**src/hw/rtl/fpa_pkg.sv**
```systemverilog
`timescale 1ns / 1ps
// Shared constants, opcodes and word types for the fixed-point ALU.
package fpa_pkg;

    localparam int WORD_W      = 32;
    localparam int FRAC_BITS   = 8;
    localparam int CMD_W       = 4;
    localparam int DIV_N       = WORD_W + FRAC_BITS;
    localparam int LATENCY     = DIV_N + 5;
    localparam int QUEUE_DEPTH = 2;
    localparam int QUEUE_AW    = 1;
    localparam int QUEUE_CW    = 2;

    localparam logic [CMD_W-1:0] CMD_ADD = CMD_W'(0);
    localparam logic [CMD_W-1:0] CMD_SUB = CMD_W'(1);
    localparam logic [CMD_W-1:0] CMD_MUL = CMD_W'(2);
    localparam logic [CMD_W-1:0] CMD_DIV = CMD_W'(3);
    localparam logic [CMD_W-1:0] CMD_LT  = CMD_W'(4);
    localparam logic [CMD_W-1:0] CMD_GT  = CMD_W'(5);
    localparam logic [CMD_W-1:0] CMD_LE  = CMD_W'(6);
    localparam logic [CMD_W-1:0] CMD_GE  = CMD_W'(7);
    localparam logic [CMD_W-1:0] CMD_NE  = CMD_W'(8);
    localparam logic [CMD_W-1:0] CMD_EQ  = CMD_W'(9);
    localparam logic [CMD_W-1:0] CMD_MIN = CMD_W'(10);
    localparam logic [CMD_W-1:0] CMD_MAX = CMD_W'(11);
    localparam logic [CMD_W-1:0] CMD_INC = CMD_W'(12);
    localparam logic [CMD_W-1:0] CMD_DEC = CMD_W'(13);
    localparam logic [CMD_W-1:0] CMD_INT = CMD_W'(14);

    typedef struct packed {
        logic [CMD_W-1:0]         cmd;
        logic signed [WORD_W-1:0] operand_a;
        logic signed [WORD_W-1:0] operand_b;
    } t_in_word;

    typedef struct packed {
        logic signed [WORD_W-1:0] value;
        logic                     compare_true;
        logic                     divide_by_zero;
    } t_out_word;

    typedef struct packed {
        logic [CMD_W-1:0]         cmd;
        logic signed [WORD_W-1:0] a;
        logic signed [WORD_W-1:0] b;
        logic                     is_mul;
        logic                     is_div;
        logic                     div_zero;
    } t_task;

    typedef struct packed {
        logic              is_div;
        logic              dz;
        logic              neg;
        logic              cmp;
        logic [WORD_W-1:0] value;
        logic [WORD_W-1:0] rem;
        logic [WORD_W-1:0] dsr;
        logic [DIV_N-1:0]  quo;
    } t_div_stage;

endpackage

```
**src/hw/rtl/fpa_front.sv**
```systemverilog
`timescale 1ns / 1ps
// Front end: accepts command words and classifies them into tasks.
module fpa_front import fpa_pkg::*; (
    input  logic     i_clk,
    input  logic     i_rst_n,
    input  logic     start,
    output logic     busy,
    input  t_in_word i_cmd_word,
    input  logic     i_q_full,
    output logic     o_push,
    output t_task    o_task
);

    logic  r_valid;
    t_task r_task;
    t_task n_task;
    logic  accept;

    always_comb begin
        n_task.cmd      = i_cmd_word.cmd;
        n_task.a        = i_cmd_word.operand_a;
        n_task.b        = i_cmd_word.operand_b;
        n_task.is_mul   = (i_cmd_word.cmd == CMD_MUL);
        n_task.is_div   = (i_cmd_word.cmd == CMD_DIV);
        n_task.div_zero = (i_cmd_word.cmd == CMD_DIV) && (i_cmd_word.operand_b == '0);
    end

    assign o_push = r_valid && !i_q_full;
    assign busy   = r_valid && i_q_full;
    assign accept = start && !busy;
    assign o_task = r_task;

    always_ff @(posedge i_clk) begin
        if (!i_rst_n) begin
            r_valid <= 1'b0;
        end else if (accept) begin
            r_valid <= 1'b1;
        end else if (o_push) begin
            r_valid <= 1'b0;
        end
    end

    always_ff @(posedge i_clk) begin
        if (accept) begin
            r_task <= n_task;
        end
    end

endmodule

```
**config.mk**
```make
export PLATFORM = sky130hd
export DESIGN_NAME = fpa_front
export DESIGN_NICKNAME = d
export VERILOG_FILES = /design/src/hw/rtl/fpa_pkg.sv /design/src/hw/rtl/fpa_front.sv
export SDC_FILE = /design/constraint.sdc
export NUM_CORES = 1
export LEC_CHECK = 0
export BUFFER_PORTS_ARGS = -buffer_cell sky130_fd_sc_hd__buf_2
export CAP_MARGIN = 20
export CORE_ASPECT_RATIO = 0.7
export CORE_MARGIN = 8
export CORE_UTILIZATION = 30
export DETAILED_ROUTE_END_ITERATION = 8
export PLACE_DENSITY_LB_ADDON = 0.2
export SYNTH_ARGS = -nofsm -noshare
export SYNTH_HDL_FRONTEND = slang
export SYNTH_SLANG_ARGS = --single-unit
```
**constraint.sdc**
```tcl
create_clock -name i_clk -period 4.3 [get_ports i_clk]
set_input_delay 0.43 -clock i_clk [delete_from_list [all_inputs] [get_ports i_clk]]
set_output_delay 0.43 -clock i_clk [all_outputs]
set_load 0.01 [all_outputs]
```
==> qor.csv <==
metric;value;unit
yosysMostFrequentCell;edfxtp_1;
finalSetupViolCount;0;
core;7352;µm²
rsz0062_at_grt;no;
synth-seq-area-share;94.25;%
wl;5884;µm
clkTransAtPathRegs;0.07;ns
fin_crit_sh;41.76;%
drv_cap;0;
ctsResizeCount;0;
synth_top_area_cell;edfxtp_1;
synth_cell_types;13;
grtUsageTotal;10.63;%
ir_drop;0.1718;mV
end_kind;flip-flop;
area_growth;49.37;%
die_area;10700;µm²
outcome;finished clean;
period_needed;1.796;ns
gp_congestion;0.6702;
ctsHoldBuffers;0;
synth_edf_count;71;
drtIter0Drc;54;
fmax;0.5569;GHz
tightest_slew;0.6023;ns
wl_per_cell;16.67;µm
clockBufferDepth;2;
num_vias;1437;
clk_latency;0.33;ns
tritoncts;done;
gr-total-overflow;0;
port_buffers;144;
drive_above_1_share;64.71;%
die_x;120.3;µm
async_reset_ff_share;0;%
nNetsFinal;322;
die_y;89.00;µm
syn-num-nets;164;
antenna_left;0;
synthCells;92;
ys_warn_count;0;
max_slew_margin;59.76;%
syn_area;2283;µm²
clk_root_buffer_cell;clkbuf_8;
setup_tns;0;ns
crit_start;r_valid;
fin_total_pwr;0.001575;W
ys_ff_latch;72;
hp-class;in -> reg;
rrSetupSlack;2.50;ns
worstPathArrival;1.82;ns
synth_top_area_share;93.37;%
initial_core_util;31.06;%
holdPathStages;1;
fillers;690;
grt_max_degree;43;
slew_viol_final;0;
diodes;0;
syn_area_per_cell;24.82;µm²
hpwl;4567;µm
cts_setup_buffers;0;
grt_pass1_vias;1637;
critPathLaunchType;flip-flop;
r2r-start;r_valid;
worstSetupPathType;reg -> reg;
finalHoldViolCount;0;
grt_antenna_before_repair;0;
grt_first_pass_wirelength;8549;µm
numCtsBuffers;9;
drc;0;
synthFlopType;edfxtp_1;
reg2reg_depth;4;
drt_pass1_iterations;5;
finClkSkew;0.005301;ns
p_leak;1.439;nW
cts_htree_levels;3;
cp-endpoint;o_task[46];
synthTopCellsByCount;edfxtp_1 (71), nor4_1 (6);
synthTopCellsByArea;edfxtp_1 (93%), nor4_1 (1.6%), nor4_2 (1.1%);
rows;26;
worstPathRequired;4.33;ns
vias_per_cell;4.071;
io_pins;145;
cts_sinks;72;
r2r_end;o_task[46];
powerDensity;461.7;nW/µm²
path_max_fanout;24;
## critical path: stages, from the launching register on
cell and delay [ns]:
dfxtp_1 0.31, and2_1 0.18, nor2b_4 0.51, buf_16 0.24
buf_4 0.24
## metal layers
metal	up-vias	track usage [%]	wire length, µm
li1	692	-	-
met1	635	12.38	2526
met2	101	15.32	2426
met3	9	7.192	871
met4	0	3.725	59
met5	-	0	0
## flip-flops by register name, indices dropped and copies added, names as in the netlist
register	count
o_task	71
r_valid	1
## cell usage in the layout, fill, tap and decap left out, types with 2 or more instances in the layout
cell type and count:
buf_4 2, nor4_2 2, nand4_1 2, clkinv_1 2
nor4_1 6, clkbuf_8 9, nor2_1 2, buf_2 144
bufinv_16 3, edfxtp_1 71
## how the worst min path moves through the flow
stage / startpoint / to / slack [ns]
CTS: i_cmd_word[62] / o_task[65] / 0.25
global placement: i_cmd_word[47] / o_task[50] / 0.61
detailed placement: i_cmd_word[40] / o_task[43] / 0.61
global route: i_cmd_word[62] / o_task[65] / 0.25
floorplan: i_cmd_word[7] / o_task[10] / 0.53
finish: i_cmd_word[47] / o_task[50] / 0.27
## stage by stage
stage,cell area [µm²],hold WS [ns],utilization [%],worst slack [ns],instances
finish,3411,0.2673,46.39,2.504,353
global placement,3149,0.6076,42.84,1.924,336
CTS,3383,0.2475,46.02,2.168,352
global route,3411,0.2473,46.39,2.390,353
floorplan,2286,0.5289,-,1.365,92
detailed placement,3149,0.6092,42.84,1.910,336
## cell type report
cell class / count / area [µm²] / share of cell area [%]
clock buffer: 9 / 123.9 / 3.632
tap: 98 / 122.6 / 3.595
multi-input combinational: 19 / 135.1 / 3.962
clock inverter: 7 / 110.1 / 3.228
timing repair buffer: 147 / 763.2 / 22.38
sequential: 72 / 2152 / 63.10
inverter: 1 / 3.754 / 0.1101
## logic make-up after synthesis
logic type	share of synthesized area (%)
AND/OR/NAND/NOR	5.260
AO/OA/AOI/OAI	0.3289
flip-flops	94.25
buffers and inverters	0.1642
## where the power goes
| part | switching (W) | leakage, nW | total, W | internal, W |
|---|---|---|---|---|
| sequential | 0.00000930 | 0.696 | 0.000828 | 0.000819 |
| clock | 0.000239 | 0.114 | 0.000620 | 0.000380 |
| combinational | 0.0000712 | 0.628 | 0.000127 | 0.0000558 |
| total | 0.000320 | 1.44 | 0.00157 | 0.00126 |
Power figures use the tool's default switching activity.
