### src/hw/rtl/fpa_pkg.sv
`timescale 1ns / 1ps
// Shared constants, opcodes and word types for the fixed-point ALU.
package fpa_pkg;

    localparam int WORD_W      = 32;
    localparam int FRAC_BITS   = 8;
    localparam int CMD_W       = 4;
    localparam int DIV_N       = WORD_W + FRAC_BITS;
    localparam int LATENCY     = DIV_N + 5;
    localparam int QUEUE_DEPTH = 2;
    localparam int QUEUE_AW    = 1;
    localparam int QUEUE_CW    = 2;

    localparam logic [CMD_W-1:0] CMD_ADD = CMD_W'(0);
    localparam logic [CMD_W-1:0] CMD_SUB = CMD_W'(1);
    localparam logic [CMD_W-1:0] CMD_MUL = CMD_W'(2);
    localparam logic [CMD_W-1:0] CMD_DIV = CMD_W'(3);
    localparam logic [CMD_W-1:0] CMD_LT  = CMD_W'(4);
    localparam logic [CMD_W-1:0] CMD_GT  = CMD_W'(5);
    localparam logic [CMD_W-1:0] CMD_LE  = CMD_W'(6);
    localparam logic [CMD_W-1:0] CMD_GE  = CMD_W'(7);
    localparam logic [CMD_W-1:0] CMD_NE  = CMD_W'(8);
    localparam logic [CMD_W-1:0] CMD_EQ  = CMD_W'(9);
    localparam logic [CMD_W-1:0] CMD_MIN = CMD_W'(10);
    localparam logic [CMD_W-1:0] CMD_MAX = CMD_W'(11);
    localparam logic [CMD_W-1:0] CMD_INC = CMD_W'(12);
    localparam logic [CMD_W-1:0] CMD_DEC = CMD_W'(13);
    localparam logic [CMD_W-1:0] CMD_INT = CMD_W'(14);

    typedef struct packed {
        logic [CMD_W-1:0]         cmd;
        logic signed [WORD_W-1:0] operand_a;
        logic signed [WORD_W-1:0] operand_b;
    } t_in_word;

    typedef struct packed {
        logic signed [WORD_W-1:0] value;
        logic                     compare_true;
        logic                     divide_by_zero;
    } t_out_word;

    typedef struct packed {
        logic [CMD_W-1:0]         cmd;
        logic signed [WORD_W-1:0] a;
        logic signed [WORD_W-1:0] b;
        logic                     is_mul;
        logic                     is_div;
        logic                     div_zero;
    } t_task;

    typedef struct packed {
        logic              is_div;
        logic              dz;
        logic              neg;
        logic              cmp;
        logic [WORD_W-1:0] value;
        logic [WORD_W-1:0] rem;
        logic [WORD_W-1:0] dsr;
        logic [DIV_N-1:0]  quo;
    } t_div_stage;

endpackage

### src/hw/rtl/fpa_queue.sv
`timescale 1ns / 1ps
// Short task queue between the front end and the execution back end.
module fpa_queue import fpa_pkg::*; (
    input  logic  i_clk,
    input  logic  i_rst_n,
    input  logic  i_push,
    input  t_task i_task,
    output logic  o_full,
    input  logic  i_pop,
    output logic  o_valid,
    output t_task o_task
);

    t_task               r_mem [QUEUE_DEPTH];
    logic [QUEUE_AW-1:0] r_wr_ptr;
    logic [QUEUE_AW-1:0] r_rd_ptr;
    logic [QUEUE_CW-1:0] r_count;

    assign o_full  = (r_count == QUEUE_CW'(QUEUE_DEPTH));
    assign o_valid = (r_count != '0);
    assign o_task  = r_mem[r_rd_ptr];

    always_ff @(posedge i_clk) begin
        if (!i_rst_n) begin
            r_wr_ptr <= '0;
            r_rd_ptr <= '0;
            r_count  <= '0;
        end else begin
            if (i_push) begin
                r_wr_ptr <= r_wr_ptr + 1'b1;
            end
            if (i_pop) begin
                r_rd_ptr <= r_rd_ptr + 1'b1;
            end
            case ({i_push, i_pop})
                2'b10:   r_count <= r_count + 1'b1;
                2'b01:   r_count <= r_count - 1'b1;
                default: r_count <= r_count;
            endcase
        end
    end

    always_ff @(posedge i_clk) begin
        if (i_push) begin
            r_mem[r_wr_ptr] <= i_task;
        end
    end

endmodule

### config.mk
export PLATFORM = sky130hd
export DESIGN_NAME = fpa_queue
export DESIGN_NICKNAME = d
export VERILOG_FILES = /design/src/hw/rtl/fpa_pkg.sv /design/src/hw/rtl/fpa_queue.sv
export SDC_FILE = /design/constraint.sdc
export NUM_CORES = 1
export LEC_CHECK = 0
export CORE_MARGIN = 3
export CORE_UTILIZATION = 56
export CTS_BUF_LIST = sky130_fd_sc_hd__clkbuf_16
export DETAILED_ROUTE_END_ITERATION = 10
export DONT_BUFFER_PORTS = 1
export PLACE_DENSITY = 0.74
export RECOVER_POWER = 50
export SLEW_MARGIN = 5
export SYNTH_ARGS = -nofsm -noshare
export SYNTH_HDL_FRONTEND = slang
export SYNTH_SLANG_ARGS = --single-unit
### constraint.sdc
create_clock -name i_clk -period 4.2 [get_ports i_clk]
set_input_delay 0.42 -clock i_clk [delete_from_list [all_inputs] [get_ports i_clk]]
set_output_delay 0.42 -clock i_clk [all_outputs]
set_load 0.05 [all_outputs]
==> reports/metrics.yaml <==
portBuffers: 0
die_w_um: 103.5
p_int_mw: 2.787
htreeDepth: 4
initial_utilization_pct: 59.30
min_period_over_period_pct: 72.09
place_area_sq_mm: 0.005474
cts_resized: 0
hold_class: "in -> reg"
grt_usage_pct: 15.67
final-hold-violation-count: 0
grt_pass1_wl_um: 12160
num_rows: 34
violations: "capacitance limit, slew limit"
synth_warnings: 0
crit_slowest_cell: "nor2_1"
cts_tree: "done"
syn-instance-count: 243
p_per_area_mw_per_mm2: 612.8
core_area_sq_mm: 0.008976
finalMaxSlewViolations: 104
clockRootBuffer: "clkbuf_16"
num_io_pins: 148
syn_area_per_cell_sq_um: 21.90
rsz0062_at_grt: "false"
seq_power_share_pct: 46.6
grt_pass1_vias: 2371
drtAntennaViolNets: 0
critPathLaunchType: "flip-flop"
drc: 0
antenna_found_initial: 0
tns_ns: 0
slew-limit-headroom_pct: -86.98
setup_viol: 0
worstSetupPathType: "reg -> reg"
grt_overflow_total: 0
crit_buf_inv: 1
period_minus_slack_ns: 3.028
fill_cells: 588
share_comb_of_total_power_pct: 11.3
multi_input_area_sq_um: 914.6
p_leak_nw: 2.000
synth_seq_cells: 147
grt_max_degree: 72
ctsHoldBuffers: 0
nNetsFinal: 331
insertion_delay_ns: 0.40
synth.yosys.seq_area_share_pct: 81.99
path_max_fanout: 41
fin_worst_skew_ns: 0.009699
vias: 2208
routed_wl_um: 8318
cts_sinks: 147
cts_made_buffers: 17
crit_path_end_kind: "flip-flop"
ir_worst_vdd_mv: 0.3541
design.die.area_sq_mm: 0.01071
outcome: "complete, but fails checks"
crit_chain: "nor2_1 > buf_12"
area_delta_synth_final_pct: 14.48
switching_share_pct: 25.36
drv_cap: 2
seq_area_sq_mm: 0.004368
dieHeight_um: 103.5
worst_pin_slew_ns: 2.794
slowest_delay_ns: 2.03
required_ns: 4.28
drt_iter0_drc: 81
cts.path.max_buffers: 2
synth_nets: 319
wl_per_cell_um: 21.11
first_pass_iters: 4
yosysUniqueCellTypes: 17
clk_pin_slew_ns: 0.06
p_switching_mw: 0.9470
clock_power_share_pct: 42.1
final_cell_area_sq_mm: 0.006093
antenna-diode-count: 0
fmax_mhz: 330.3
vias_per_cell: 5.604
path_delay_family: "simple AND/OR/NAND/NOR gates"
mappedNetlistArea_sq_mm: 0.005323
layout-drive-gt1-share_pct: 38.81
cts_setup_buffers: 0
critPathArrivalTime_ns: 3.11
place.gp.congestion: 0.6991
## worst reg2reg max path: cells and delay by family, from the launching register on
family	cells	cell delay, ns
flops	1	0.32
buf+inv	1	0.35
simple gates	1	2.03
## flip-flops by register name (all words and copies together) (netlist names), named ones only
signal / cells
r_rd_ptr: 1
r_wr_ptr: 1
r_mem: 142
r_count: 2
## worst paths after layout
check	startpoint	end	cells past startpoint	slack, ns
worst max register to register	r_wr_ptr	r_mem[0][4]	2	1.17
worst max-delay path	r_wr_ptr	r_mem[0][4]	2	1.17
worst min-delay path	i_task[9]	r_mem[1][9]	0	0.11
worst min register to register	r_count[1]	r_count[1]	2	0.52
## area by class of cell
type,instances,area share [%]
clock inverters,15,3.347
inverters,1,0.06160
clock buffers,17,6.982
well taps,126,2.587
flip-flops and latches,147,71.68
repair buffers,1,0.3285
multi-input cells,87,15.01
## through the flow
stage	util (%)	worst slack (ns)	power, mW	instances	hold WS [ns]
6_report	67.88	1.172	3.734	394	0.1073
3_5_place_dp	60.98	2.245	2.199	362	0.5039
3_3_place_gp	60.98	2.249	2.192	362	0.4766
2_1_floorplan	-	0.2101	2.160	243	0.4612
4_1_cts	68.00	1.803	3.772	394	0.09051
5_1_grt	67.88	0.8993	3.842	394	0.08569
## metal layers
layer	vias to the layer above	share of wire, %	track usage, %
met2	121	50	24.80
met4	0	0.49	6.275
li1	982	-	-
met3	4	15	10.53
met5	-	0	0
met1	1101	35	16.47
## cells by family after synthesis
logic type,synth area share [%]
buffers and inverters,0.8227
adder cells (fa/ha/maj),0.2350
multiplexers,15.02
flip-flops,81.99
XOR/XNOR,0.4937
AND/OR/NAND/NOR,1.058
AO/OA/AOI/OAI,0.3761
## synth_stat cells
library cell | instances | area (sq um)
or2_2 | 1 | 6.260
xor2_1 | 1 | 8.760
and2_1 | 4 | 25.02
and2b_2 | 1 | 8.760
nor2b_1 | 1 | 6.260
mux2_2 | 71 | 799.5
nor2_1 | 1 | 3.750
edfxtp_1 | 142 | 4264
xnor2_1 | 2 | 17.52
dfxtp_1 | 5 | 100.1
o21a_1 | 1 | 7.510
ha_1 | 1 | 12.51
buf_2 | 8 | 40.04
o21ai_0 | 1 | 5.000
inv_1 | 1 | 3.750
or3_1 | 1 | 6.260
a21boi_1 | 1 | 7.510
## power by group through the flow
stage | registers [mW] | logic [mW] | clock network (mW)
6_report | 1.74 | 0.423 | 1.57
5_1_grt | 1.75 | 0.437 | 1.65
4_1_cts | 1.74 | 0.430 | 1.60
3_5_place_dp | 1.77 | 0.428 | 0
3_3_place_gp | 1.77 | 0.426 | 0
2_1_floorplan | 1.74 | 0.417 | 0
## cell usage in the layout, fill, tap and decap left out
cell | synthesis | final
ha_1 | 1 | 1
and2_2 | 0 | 1
dfxtp_1 | 5 | 4
and2b_1 | 0 | 1
or3_1 | 1 | 1
inv_8 | 0 | 1
nor2_1 | 1 | 1
buf_12 | 0 | 1
xnor2_1 | 2 | 2
dfxtp_4 | 0 | 1
inv_6 | 0 | 4
nor2b_1 | 1 | 1
bufinv_16 | 0 | 4
inv_1 | 1 | 3
clkbuf_16 | 0 | 17
edfxtp_1 | 142 | 142
xor2_1 | 1 | 1
o21ai_0 | 1 | 1
mux2_2 | 71 | 71
and2_0 | 0 | 3
clkinvlp_4 | 0 | 4
or2_0 | 0 | 1
o21a_1 | 1 | 1
a21boi_0 | 0 | 1
Power figures use the tool's default switching activity.
